**src/design/date_validate_and_add_days_defines.svh**
```systemverilog
// Assertion macros for the date validate and add days block.
// No dependencies; included by the top level after its logic.
`ifndef DATE_VALIDATE_AND_ADD_DAYS_DEFINES_SVH
`define DATE_VALIDATE_AND_ADD_DAYS_DEFINES_SVH

// Same-cycle implication, sampled on i_clk, off while reset is low
`define DVAD_ASSERT_IMPL(label, ante, cons, msg) \
    label: assert property (@(posedge i_clk) disable iff (!i_rst_n) \
        (ante) |-> (cons)) else $error(msg);

// Next-cycle implication, sampled on i_clk, off while reset is low
`define DVAD_ASSERT_NEXT(label, ante, cons, msg) \
    label: assert property (@(posedge i_clk) disable iff (!i_rst_n) \
        (ante) |=> (cons)) else $error(msg);

`endif

```
**src/design/dvad_pkg.sv**
```systemverilog
// Constants, status codes and calendar helpers for the date add block.
// No dependencies; imported by date_validate_and_add_days.
`default_nettype none

package dvad_pkg;

    // Field widths
    localparam int DAY_W    = 5;
    localparam int MONTH_W  = 4;
    localparam int YEAR_W   = 14;
    localparam int DAYS_W   = 16;
    localparam int STATUS_W = 2;

    // Usable bits of the day count and the running day total
    localparam int ADD_WIDTH = 16;
    localparam int TOT_W     = ((ADD_WIDTH > DAY_W) ? ADD_WIDTH : DAY_W) + 1;

    // Calendar limits
    localparam int MIN_YEAR  = 1600;
    localparam int MAX_YEAR  = 9999;
    localparam int MONTHS    = 12;
    localparam int CYCLE_LEN = 400;
    localparam int CENTURY   = 100;
    localparam int R400_W    = 9;

    // year / 400 as (year * DIV400_MUL) >> DIV400_SHIFT, exact for 14-bit years
    localparam int DIV400_SHIFT = 22;
    localparam int DIV400_MUL   = ((1 << DIV400_SHIFT) + CYCLE_LEN - 1) / CYCLE_LEN;
    localparam int DIV400_MUL_W = 14;
    localparam int PROD_W       = YEAR_W + DIV400_MUL_W;
    localparam int DIV400_Q_W   = 6;

    // Result status codes
    localparam logic [STATUS_W-1:0] ST_OK       = 2'd0;
    localparam logic [STATUS_W-1:0] ST_BAD_DATE = 2'd1;
    localparam logic [STATUS_W-1:0] ST_OVERFLOW = 2'd2;

    // Leap year from the two low year bits and the year modulo 400
    function automatic logic is_leap(input logic [1:0] y_low, input logic [R400_W-1:0] r400);
        logic century;
        century = (r400 == R400_W'(CENTURY)) || (r400 == R400_W'(2 * CENTURY))
               || (r400 == R400_W'(3 * CENTURY));
        return (y_low == 2'b00) && !century;
    endfunction

    // Length of a month in days
    function automatic logic [DAY_W-1:0] month_len(input logic [MONTH_W-1:0] m,
                                                   input logic leap);
        logic [DAY_W-1:0] len;
        case (m) inside
            4'd4, 4'd6, 4'd9, 4'd11: len = DAY_W'(30);
            4'd2:                    len = leap ? DAY_W'(29) : DAY_W'(28);
            default:                 len = DAY_W'(31);
        endcase
        return len;
    endfunction

endpackage

`default_nettype wire

```
**src/design/date_validate_and_add_days.sv**
```systemverilog
// Steps: divide the year by 400, form the remainder, check the date, then walk month by
// month in S_RUN until the day total fits; an invalid date or a year past the maximum
// goes straight to the output. A new item is taken only after the last one has left S_OUT.
// Input is taken only when the sequencer is idle.
// Reset (synchronous, active low) returns to idle and empties the output register.
// Depends on dvad_pkg and date_validate_and_add_days_defines.svh.
`default_nettype none

module date_validate_and_add_days
    import dvad_pkg::*;
(
    input  wire logic                 i_clk,
    input  wire logic                 i_rst_n,
    input  wire logic                 i_valid,
    output logic                      o_stall,
    input  wire logic [DAY_W-1:0]     i_day_in,
    input  wire logic [MONTH_W-1:0]   i_month_in,
    input  wire logic [YEAR_W-1:0]    i_year_in,
    input  wire logic [DAYS_W-1:0]    i_days_to_add,
    output logic                      o_valid,
    input  wire logic                 i_stall,
    output logic [STATUS_W-1:0]       o_status,
    output logic [DAY_W-1:0]          o_day_out,
    output logic [MONTH_W-1:0]        o_month_out,
    output logic [YEAR_W-1:0]         o_year_out
);

    typedef enum logic [5:0] {
        S_IDLE  = 6'b000001,
        S_DIV   = 6'b000010,
        S_REM   = 6'b000100,
        S_CHECK = 6'b001000,
        S_RUN   = 6'b010000,
        S_OUT   = 6'b100000
    } t_state;

    t_state                  r_state, n_state;
    logic [TOT_W-1:0]        r_total, n_total;
    logic [MONTH_W-1:0]      r_m, n_m;
    logic [YEAR_W-1:0]       r_y, n_y;
    logic [ADD_WIDTH-1:0]    r_add;
    logic [DIV400_Q_W-1:0]   r_q, n_q;
    logic [R400_W-1:0]       r_r400, n_r400;
    logic [STATUS_W-1:0]     r_status, n_status;

    logic                    r_o_valid;
    logic [STATUS_W-1:0]     r_o_status;
    logic [DAY_W-1:0]        r_o_day;
    logic [MONTH_W-1:0]      r_o_month;
    logic [YEAR_W-1:0]       r_o_year;

    logic                    w_in_xfer;
    logic                    w_out_load;
    logic [PROD_W-1:0]       w_prod;
    logic [YEAR_W-1:0]       w_q400;
    logic                    w_leap;
    logic [DAY_W-1:0]        w_len;
    logic [YEAR_W:0]         w_y_inc;
    logic                    w_bad;

    assign w_in_xfer  = i_valid && (r_state == S_IDLE);
    assign w_out_load = (r_state == S_OUT) && (!r_o_valid || !i_stall);

    // Shared datapath: reciprocal multiply, remainder, month length, year step
    assign w_prod  = PROD_W'(r_y) * PROD_W'(DIV400_MUL);
    assign w_q400  = (YEAR_W'(r_q) << 8) + (YEAR_W'(r_q) << 7) + (YEAR_W'(r_q) << 4);
    assign w_leap  = is_leap(r_y[1:0], r_r400);
    assign w_len   = month_len(r_m, w_leap);
    assign w_y_inc = {1'b0, r_y} + (YEAR_W + 1)'(1);
    assign w_bad   = (r_y < YEAR_W'(MIN_YEAR)) || (r_m < MONTH_W'(1))
                  || (r_m > MONTH_W'(MONTHS)) || (r_total[DAY_W-1:0] == '0)
                  || (r_total[DAY_W-1:0] > w_len);

    // Sequencer
    always_comb begin
        n_state  = r_state;
        n_total  = r_total;
        n_m      = r_m;
        n_y      = r_y;
        n_q      = r_q;
        n_r400   = r_r400;
        n_status = r_status;
        case (r_state)
            S_IDLE: begin
                if (i_valid) begin
                    n_state = S_DIV;
                end
            end
            S_DIV: begin
                // quotient of year by 400
                n_q     = w_prod[DIV400_SHIFT +: DIV400_Q_W];
                n_state = S_REM;
            end
            S_REM: begin
                n_r400  = R400_W'(r_y - w_q400);
                n_state = S_CHECK;
            end
            S_CHECK: begin
                if (w_bad) begin
                    n_status = ST_BAD_DATE;
                    n_state  = S_OUT;
                end else if (r_y > YEAR_W'(MAX_YEAR)) begin
                    n_status = ST_OVERFLOW;
                    n_state  = S_OUT;
                end else begin
                    n_status = ST_OK;
                    n_total  = TOT_W'(r_total[DAY_W-1:0]) + TOT_W'(r_add);
                    n_state  = S_RUN;
                end
            end
            S_RUN: begin
                // subtract one month per cycle, wrap into the next year
                if (r_total > TOT_W'(w_len)) begin
                    n_total = r_total - TOT_W'(w_len);
                    if (r_m == MONTH_W'(MONTHS)) begin
                        n_m = MONTH_W'(1);
                        if (w_y_inc > (YEAR_W + 1)'(MAX_YEAR)) begin
                            n_status = ST_OVERFLOW;
                            n_state  = S_OUT;
                        end else begin
                            n_y    = w_y_inc[YEAR_W-1:0];
                            n_r400 = (r_r400 == R400_W'(CYCLE_LEN - 1)) ? '0
                                   : r_r400 + R400_W'(1);
                        end
                    end else begin
                        n_m = r_m + MONTH_W'(1);
                    end
                end else begin
                    n_state = S_OUT;
                end
            end
            S_OUT: begin
                if (!r_o_valid || !i_stall) begin
                    n_state = S_IDLE;
                end
            end
            default: begin
                n_state = S_IDLE;
            end
        endcase
    end

    // Control registers
    always_ff @(posedge i_clk) begin
        if (!i_rst_n) begin
            r_state   <= S_IDLE;
            r_o_valid <= 1'b0;
        end else begin
            r_state <= n_state;
            if (w_out_load) begin
                r_o_valid <= 1'b1;
            end else if (!i_stall) begin
                r_o_valid <= 1'b0;
            end
        end
    end

    // Working registers: capture the item on transfer, then advance
    always_ff @(posedge i_clk) begin
        if (w_in_xfer) begin
            r_total <= TOT_W'(i_day_in);
            r_m     <= i_month_in;
            r_y     <= i_year_in;
            r_add   <= i_days_to_add[ADD_WIDTH-1:0];
        end else begin
            r_total <= n_total;
            r_m     <= n_m;
            r_y     <= n_y;
        end
        r_q      <= n_q;
        r_r400   <= n_r400;
        r_status <= n_status;
    end

    // Output register: saturate on overflow, else the working date
    always_ff @(posedge i_clk) begin
        if (w_out_load) begin
            r_o_status <= r_status;
            if (r_status == ST_OVERFLOW) begin
                r_o_day   <= DAY_W'(31);
                r_o_month <= MONTH_W'(MONTHS);
                r_o_year  <= YEAR_W'(MAX_YEAR);
            end else begin
                r_o_day   <= r_total[DAY_W-1:0];
                r_o_month <= r_m;
                r_o_year  <= r_y;
            end
        end
    end

    assign o_stall     = (r_state != S_IDLE);
    assign o_valid     = r_o_valid;
    assign o_status    = r_o_status;
    assign o_day_out   = r_o_day;
    assign o_month_out = r_o_month;
    assign o_year_out  = r_o_year;

`include "date_validate_and_add_days_defines.svh"

    `DVAD_ASSERT_NEXT(a_xfer_starts_div, w_in_xfer, r_state == S_DIV, "transfer did not start division")
    `DVAD_ASSERT_IMPL(a_r400_range, r_state == S_RUN, r_r400 < R400_W'(CYCLE_LEN), "year mod 400 out of range")
    `DVAD_ASSERT_IMPL(a_ok_month, o_valid && (o_status == ST_OK), (o_month_out >= MONTH_W'(1)) && (o_month_out <= MONTH_W'(MONTHS)), "ok result with bad month")
    `DVAD_ASSERT_IMPL(a_ovf_sat, o_valid && (o_status == ST_OVERFLOW), o_year_out == YEAR_W'(MAX_YEAR), "overflow result not saturated")

endmodule

`default_nettype wire

```
**config.mk**
```make
export PLATFORM = sky130hd
export DESIGN_NAME = date_validate_and_add_days
export DESIGN_NICKNAME = d
export VERILOG_FILES = /design/src/design/dvad_pkg.sv /design/src/design/date_validate_and_add_days.sv
export VERILOG_INCLUDE_DIRS = /design/src /design/src/design
export SDC_FILE = /design/constraint.sdc
export NUM_CORES = 1
export LEC_CHECK = 0
export BUFFER_PORTS_ARGS = -buffer_cell sky130_fd_sc_hd__buf_2
export CAP_MARGIN = 20
export CORE_MARGIN = 2
export CORE_UTILIZATION = 56
export DETAILED_ROUTE_END_ITERATION = 7
export PLACE_DENSITY = 0.88
export SLEW_MARGIN = 20
export SYNTH_ARGS = -nofsm -noshare
export SYNTH_HDL_FRONTEND = slang
export SYNTH_SLANG_ARGS = --single-unit
```
**constraint.sdc**
```tcl
create_clock -name i_clk -period 5.2 [get_ports i_clk]
set_input_delay 0.26 -clock i_clk [delete_from_list [all_inputs] [get_ports i_clk]]
set_output_delay 0.26 -clock i_clk [all_outputs]
set_load 0.02 [all_outputs]
```
==> summary.md, run 1 <==
| Metric | Value |
|---|---|
| Status | `completed` |
| Critical Path Start Type | `register` |
| Via count | `7,196` |
| Core ar. | `~16,000 um2` |
| Register area share after synthesis | `30.6%` |
| Die W | `131 um` |
| Longest Clk Path Bufs | `2` |
| Die ar. | `17,300 um2` |
| Starting Density | `57.3%` |
| Register Area | `roughly 2800 um2` |
| Final min period | `5.16 ns` |
| Met1 WL | `8980 um` |
| Drt first pass iters | `5` |
| Die height | `131 um` |
| Met2 routed WL | `between 10,000 and 15,000 um` |
| Largest net degree at the start of global routing | `39` |
| Port Buffer Count | `69` |
| Clock-pin slew on the worst setup and hold paths | `0.07 ns` |
| Hold Path Stages | `1` |
| Crit path kind | `reg2reg` |
| Final slew viol count | `0` |
| Final hold vios | `0` |
| Fill cells | `1,168` |
| Drt wl/cell | `17.8 um` |
| Clock Latency Late Sink | `between 0.3 and 0.4 ns` |
| GPL Wtd Cong | `0.940` |
| Hold Path Class | `in2reg` |
| IO Count | `70` |
| R2R Path End | `r_q[3]` |
| Yosys warning count | `0` |
| Vias in the first global route | `approximately 7k` |
| Hpwl dp | `about 17,000 um` |
| Clk sinks | `99` |
| Ratio of cells with drive above 1 in the final layout | `15.8%` |
| Starting DRC count in detailed routing | `735` |
| RR Startpoint | `r_y[10]` |
| Slew Limit Headroom | `a little under a third` |
| Gr ovfl total | `0` |
| Max Clock Freq | `between 150 and 200 MHz` |
| Multi-input gate area | `between 5000 and 6000 um2` |
| Post-route setup TNS | `0 ns` |
| RSZ-0062 raised after global routing | `yes` |
| Worst endpoint required time | `5.31 ns` |
| Final worst-path cycle share | `99.1%` |
| Root Driver | `clkbuf_16` |
| CP arrival | `5.27 ns` |
| Synth-to-Final Area Change | `14.3%` |
| Hold Buf Count CTS | `0` |
| H-tree lvl count | `3` |
| Remaining antenna violation count | `0` |
| Worst Hold Endpoint | `r_add[3]` |
| Post-route DRC | `0` |
| Slew of the pin with the lowest slew margin | `slightly above 1 ns` |
| Mapped cell area | `9090 um2` |
| Clock skew | `roughly 0.011 ns` |
| FFs w/ async S/R, synth | `0%` |
| First-pass GRT wire length | `34,900 um` |
| CTS buffer count | `9` |
| Synth Flop Type | `edfxtp_1` |
| Number of synthesized flops with an enable pin | `80` |
| Hold Crit Start | `i_days_to_add[3]` |
| Maxcap violations | `0` |
| Initial antenna violation count | `1` |
| Antenna diode count | `0` |
| CTS tree | `done` |
| Gr usage total | `about a quarter` |
| Unique cell type count in the Yosys netlist | `69` |
| # setup viols final | `0` |
| Metal3 WL | `about 1700 um` |
| Syn nets | `1,145` |
| Mean Syn Cell Area | `10.1 um2` |
| Top Layer Used | `met5` |
| Flop-to-flop setup slack | `between 0.04 and 0.05 ns` |
| Post-Syn Instances | `900` |
| #FFs+latches synth | `about 100` |
| Crit Path Max Fanout | `3` |
| Detailed Route WL | `21,900 um` |
| Reg2reg path depth | `17` |
| Row Count | `46` |
| Vias/cell | `5.86` |
| Final #Nets | `1,252` |
| CP Capture Type | `register` |
area by class of cell:
type                       count  area share (%)
tap                          216            2.60
timing repair buffer         118            7.08
multi-input combinational    642            55.9
inverter                     137            4.95
clock inverter                 4           0.229
sequential                    99            26.8
clock buffer                  12            2.48
synthesized netlist by cell type, types with 3 or more instances:
library cell	number	area, um2
nor4_1	7	43.8
xor2_1	18	158
ha_1	138	1730
or2_2	3	18.8
nor2_1	51	191
and3b_1	4	35.0
nor2b_1	7	43.8
o22ai_1	7	43.8
and3_1	7	43.8
nand2_1	61	229
xnor2_1	30	263
nand4_1	12	75.1
a21boi_0	3	22.5
and2_1	13	81.3
a31oi_1	5	31.3
a21o_1	5	37.5
and4_1	3	26.3
o31ai_1	3	22.5
nand3b_1	5	37.5
o211a_1	4	40.0
nand2b_1	13	81.3
o21a_1	6	45.0
clkbuf_1	16	60.1
or4_1	6	45.0
fa_1	64	1280
a21oi_1	37	185
buf_2	5	25.0
nand4b_1	3	26.3
a22oi_1	3	22.5
o211ai_1	10	75.1
nor3_1	9	45.0
o21ai_0	41	205
o31a_1	3	26.3
inv_1	137	514
nand3_1	17	85.1
edfxtp_1	80	2400
or3_1	3	18.8
a211oi_1	4	30.0
dfxtp_1	19	380
critical path, stage by stage, from the launching register on:
cell	delay (ns)
edfxtp_1	0.46
buf_6	0.16
fa_1	0.44
ha_1	0.29
inv_1	0.05
fa_1	0.50
inv_2	0.05
fa_1	0.53
inv_1	0.05
fa_1	0.49
inv_2	0.05
ha_4	0.21
a21o_1	0.19
a221o_1	0.39
a2111oi_4	0.43
nor3_2	0.10
or3b_1	0.37
xor2_1	0.15
per-layer routing:
metal,vias to the layer above,GRT usage [%]
li1,3339,-
met1,3466,33.5
met2,337,41.0
met3,52,5.56
met4,2,8.88
met5,-,0
what timing repair did:
item	CTS	global route
cloned	0	0
pin swaps	8	28
gates resized for setup	4	19
setup buffers	5	8
endpoints found under the setup margin	3	5
stage by stage:
step           hold slack (ns)  instances  util (%)  setup slack, ns  cell area, um2
5_1_grt                 0.0639       1228      65.4           -0.118           10400
2_1_floorplan            0.359        900         -           0.0545            9090
4_1_cts                 0.0642       1220      64.5           0.0135           10200
3_5_place_dp             0.438       1199      62.3          -0.0696            9900
3_3_place_gp             0.425       1199      62.3           0.0805            9900
6_report                0.0687       1228      65.4           0.0444           10400
sequential cells by signal (all words and copies together), names as in the netlist:
name,count
r_m,4
r_state,6
r_r400,9
r_add,16
r_q,5
o_year_out,14
o_valid,1
r_status,2
o_status,2
o_month_out,4
r_total,17
r_y,14
o_day_out,5
layout by cell type, fill, tap and decap left out, types with 5 or more instances in the layout:
| master | instances |
|---|---|
| nor4_1 | 7 |
| nand4_1 | 12 |
| buf_2 | 69 |
| edfxtp_1 | 80 |
| nor3_1 | 8 |
| nand2_1 | 61 |
| or4_1 | 5 |
| inv_1 | 135 |
| o22ai_1 | 7 |
| xor2_1 | 18 |
| buf_4 | 43 |
| xnor2_1 | 30 |
| nand3_1 | 17 |
| dfxtp_1 | 19 |
| nor2_1 | 50 |
| o21ai_0 | 40 |
| and2_1 | 13 |
| nand3b_1 | 5 |
| o21a_1 | 6 |
| nand2b_1 | 13 |
| fa_1 | 61 |
| and3_1 | 6 |
| a31oi_1 | 5 |
| nor2b_1 | 7 |
| a21o_1 | 5 |
| ha_1 | 132 |
| clkbuf_16 | 10 |
| o211ai_1 | 10 |
| ha_4 | 5 |
| a21oi_1 | 36 |
| buf_6 | 6 |
logic make-up (layout without fill, tap and decap cells):
family                     Yosys count  count (layout)  synth area share [%]
adders and majority gates          202             202                  33.1
DFF                                 99              99                  30.6
muxes                                3               3                 0.358
xor gates and xnor gates            48              48                  4.62
and+or+nand+nor                    234             234                  13.6
buffers and inverters              159             271                  6.63
AOI/OAI and AO/OA                  155             155                  11.2
how the worst max path moves through the flow:
| stage | cells after the start | from | endpoint |
|---|---|---|---|
| 2_1_floorplan | 16 | r_y[10] | r_q[3] |
| 3_3_place_gp | 16 | r_y[11] | r_q[3] |
| 3_5_place_dp | 15 | r_y[10] | r_q[3] |
| 4_1_cts | 15 | r_y[8] | r_q[3] |
| 5_1_grt | 17 | r_y[10] | r_q[3] |
| 6_report | 17 | r_y[10] | r_q[3] |
Power of run 1 is left out: the tool's default activity adds up to more than one toggle a clock period on the data nets, which glitch-free logic cannot reach.
==> inputs of run 2 (changes only) <==
CORE_UTILIZATION = 24   (was 56)
PLACE_DENSITY = 0.5   (was 0.88)
TNS_END_PERCENT = 100   (was default)
==> run 2 against run 1 <==
Against the previous run:
- die area rose by 130%
- utilization fell by 37 points
- non-clock buffer count rose by 5
- critical path type unchanged
- largest cell class unchanged
==> summary.md, run 2 (synthesis results as in run 1) <==
| Metric | Value |
|---|---|
| Row Count | `slightly above 70` |
| Crit Path Max Fanout | `4` |
| Commonest non-fill, non-tap cells in the layout | `134 x inv_1, 133 x ha_1, 80 x edfxtp_1` |
| Crit path kind | `reg2reg` |
| Detailed Route WL | `about 23,000 um` |
| Met1 WL | `12,200 um` |
| Die ar. | `39,500 um2` |
| CP Capture Type | `register` |
| Critical Path Start Type | `register` |
| Clock-pin slew on the worst setup and hold paths | `0.08 ns` |
| WHS | `0.0725 ns` |
| Drt first pass iters | `5` |
| Initial antenna violation count | `1` |
| Post-route DRC | `0` |
| RSZ-0062 raised after global routing | `yes` |
| Final hold vios | `0` |
| Starting DRC count in detailed routing | `around 320` |
| Biggest regs | `r_total x17, r_add x16` |
| Hold Path Class | `in2reg` |
| Die height | `199 um` |
| Top reg by flops | `r_total` |
| Max Clock Freq | `197 MHz` |
| Worst endpoint required time | `5.31 ns` |
| Inst Count DP | `1,502` |
| Clock skew | `between 0.01 and 0.015 ns` |
| Slew of the pin with the lowest slew margin | `about 1 ns` |
| Hold Buf Count CTS | `0` |
| Core ar. | `37,500 um2` |
| GPL Wtd Cong | `0.823` |
| Synth-to-Final Area Change | `18.6%` |
| Fill cells | `3,961` |
| Gr usage total | `12.2%` |
| Metal3 WL | `815 um` |
| Starting Density | `24.3%` |
| Root Driver | `clkbuf_16` |
| Clock Latency Late Sink | `0.36 ns` |
| Met2 routed WL | `10,200 um` |
| Final WS setup | `0.134 ns` |
| Final #Nets | `1,257` |
| CP arrival | `5.18 ns` |
| Via count | `6,756` |
| Final min period | `5.07 ns` |
| Longest Clk Path Bufs | `2` |
| Final slew viol count | `0` |
| Hpwl dp | `around 19,000 um` |
| Ratio of cells with drive above 1 in the final layout | `16.1%` |
| CTS buffer count | `9` |
| Die W | `199 um` |
| Status | `completed` |
| Remaining antenna violation count | `0` |
| Worst slack, placed | `between 0.003 and 0.004 ns` |
| Antenna diode count | `0` |
| Final worst-path cycle share | `97.4%` |
| Clk sinks | `99` |
| H-tree lvl count | `3` |
| Vias/cell | `4.42` |
| Gr ovfl total | `0` |
| Max reg flops | `17` |
| Largest net degree at the start of global routing | `38` |
| Commonest non-fill, non-tap cell in the layout | `inv_1` |
| IO Count | `70` |
| Port Buffer Count | `69` |
| Final Non-Filler Cells | `approximately 1.5k` |
| CTS tree | `done` |
| # setup viols final | `0` |
| Top Layer Used | `met5` |
| Maxcap violations | `0` |
| First-pass GRT wire length | `between 30,000 and 40,000 um` |
| Vias in the first global route | `6,746` |
| Slew Limit Headroom | `31.6%` |
| Drt wl/cell | `15.3 um` |
run 2: changes by cell type in the layout (fill, tap and decap cells not counted), sizes merged:
cell and delta:
bufinv +1, clkbuf -2, inv +1, buf +5
run 2: routing by layer:
metal / GRT usage [%] / vias to the layer above
li1: - / 3337
met1: 18.7 / 3294
met2: 18.2 / 109
met3: 1.80 / 14
met4: 2.13 / 2
met5: 0 / -
run 2: area by class of cell:
cell class | count | area, um2 | area share (%)
flip-flops and latches | 99 | 2780 | 25.8
clock buffers | 10 | 229 | 2.12
inverters | 137 | 514 | 4.77
well taps | 511 | 639 | 5.93
multi-input cells | 642 | 5790 | 53.7
repair buffers | 123 | 769 | 7.13
clock inverters | 6 | 62.6 | 0.580
run 2: timing repair:
action	in CTS	in global routing
buffers inserted	0	10
pin swaps	1	20
resized for setup	0	19
setup endpoints to repair	1	5
endpoints found under the hold margin	0	0
run 2: final timing paths:
kind                                        from     endpoint  slack, ns  cells past startpoint
worst max-delay path                     r_y[10]       r_q[3]       0.13                     17
worst min-delay path            i_days_to_add[3]     r_add[3]       0.07                      1
worst max register to register           r_y[10]       r_q[3]       0.13                     17
worst min register to register       r_status[0]  o_status[0]       0.44                      0
run 2: stage by stage:
step,util (%),area (um2),setup TNS (ns)
2_1_floorplan,-,9090,0
3_3_place_gp,27.5,10300,0
3_5_place_dp,27.5,10300,0
4_1_cts,28.3,10600,0
5_1_grt,28.8,10800,-0.0937
6_report,28.8,10800,0
run 2: critical path: stages, from the launching register on:
cell and delay [ns]:
edfxtp_1 0.47, buf_6 0.17, fa_1 0.47, ha_1 0.29, inv_1 0.04, fa_1 0.48
inv_1 0.06, fa_1 0.52, inv_2 0.04, fa_1 0.53, inv_1 0.06, ha_4 0.21
a21o_1 0.17, a221o_1 0.36, a2111oi_4 0.36, nor3_2 0.08, or3b_1 0.37, xor2_1 0.15
Power of run 2 is left out for the same reason.
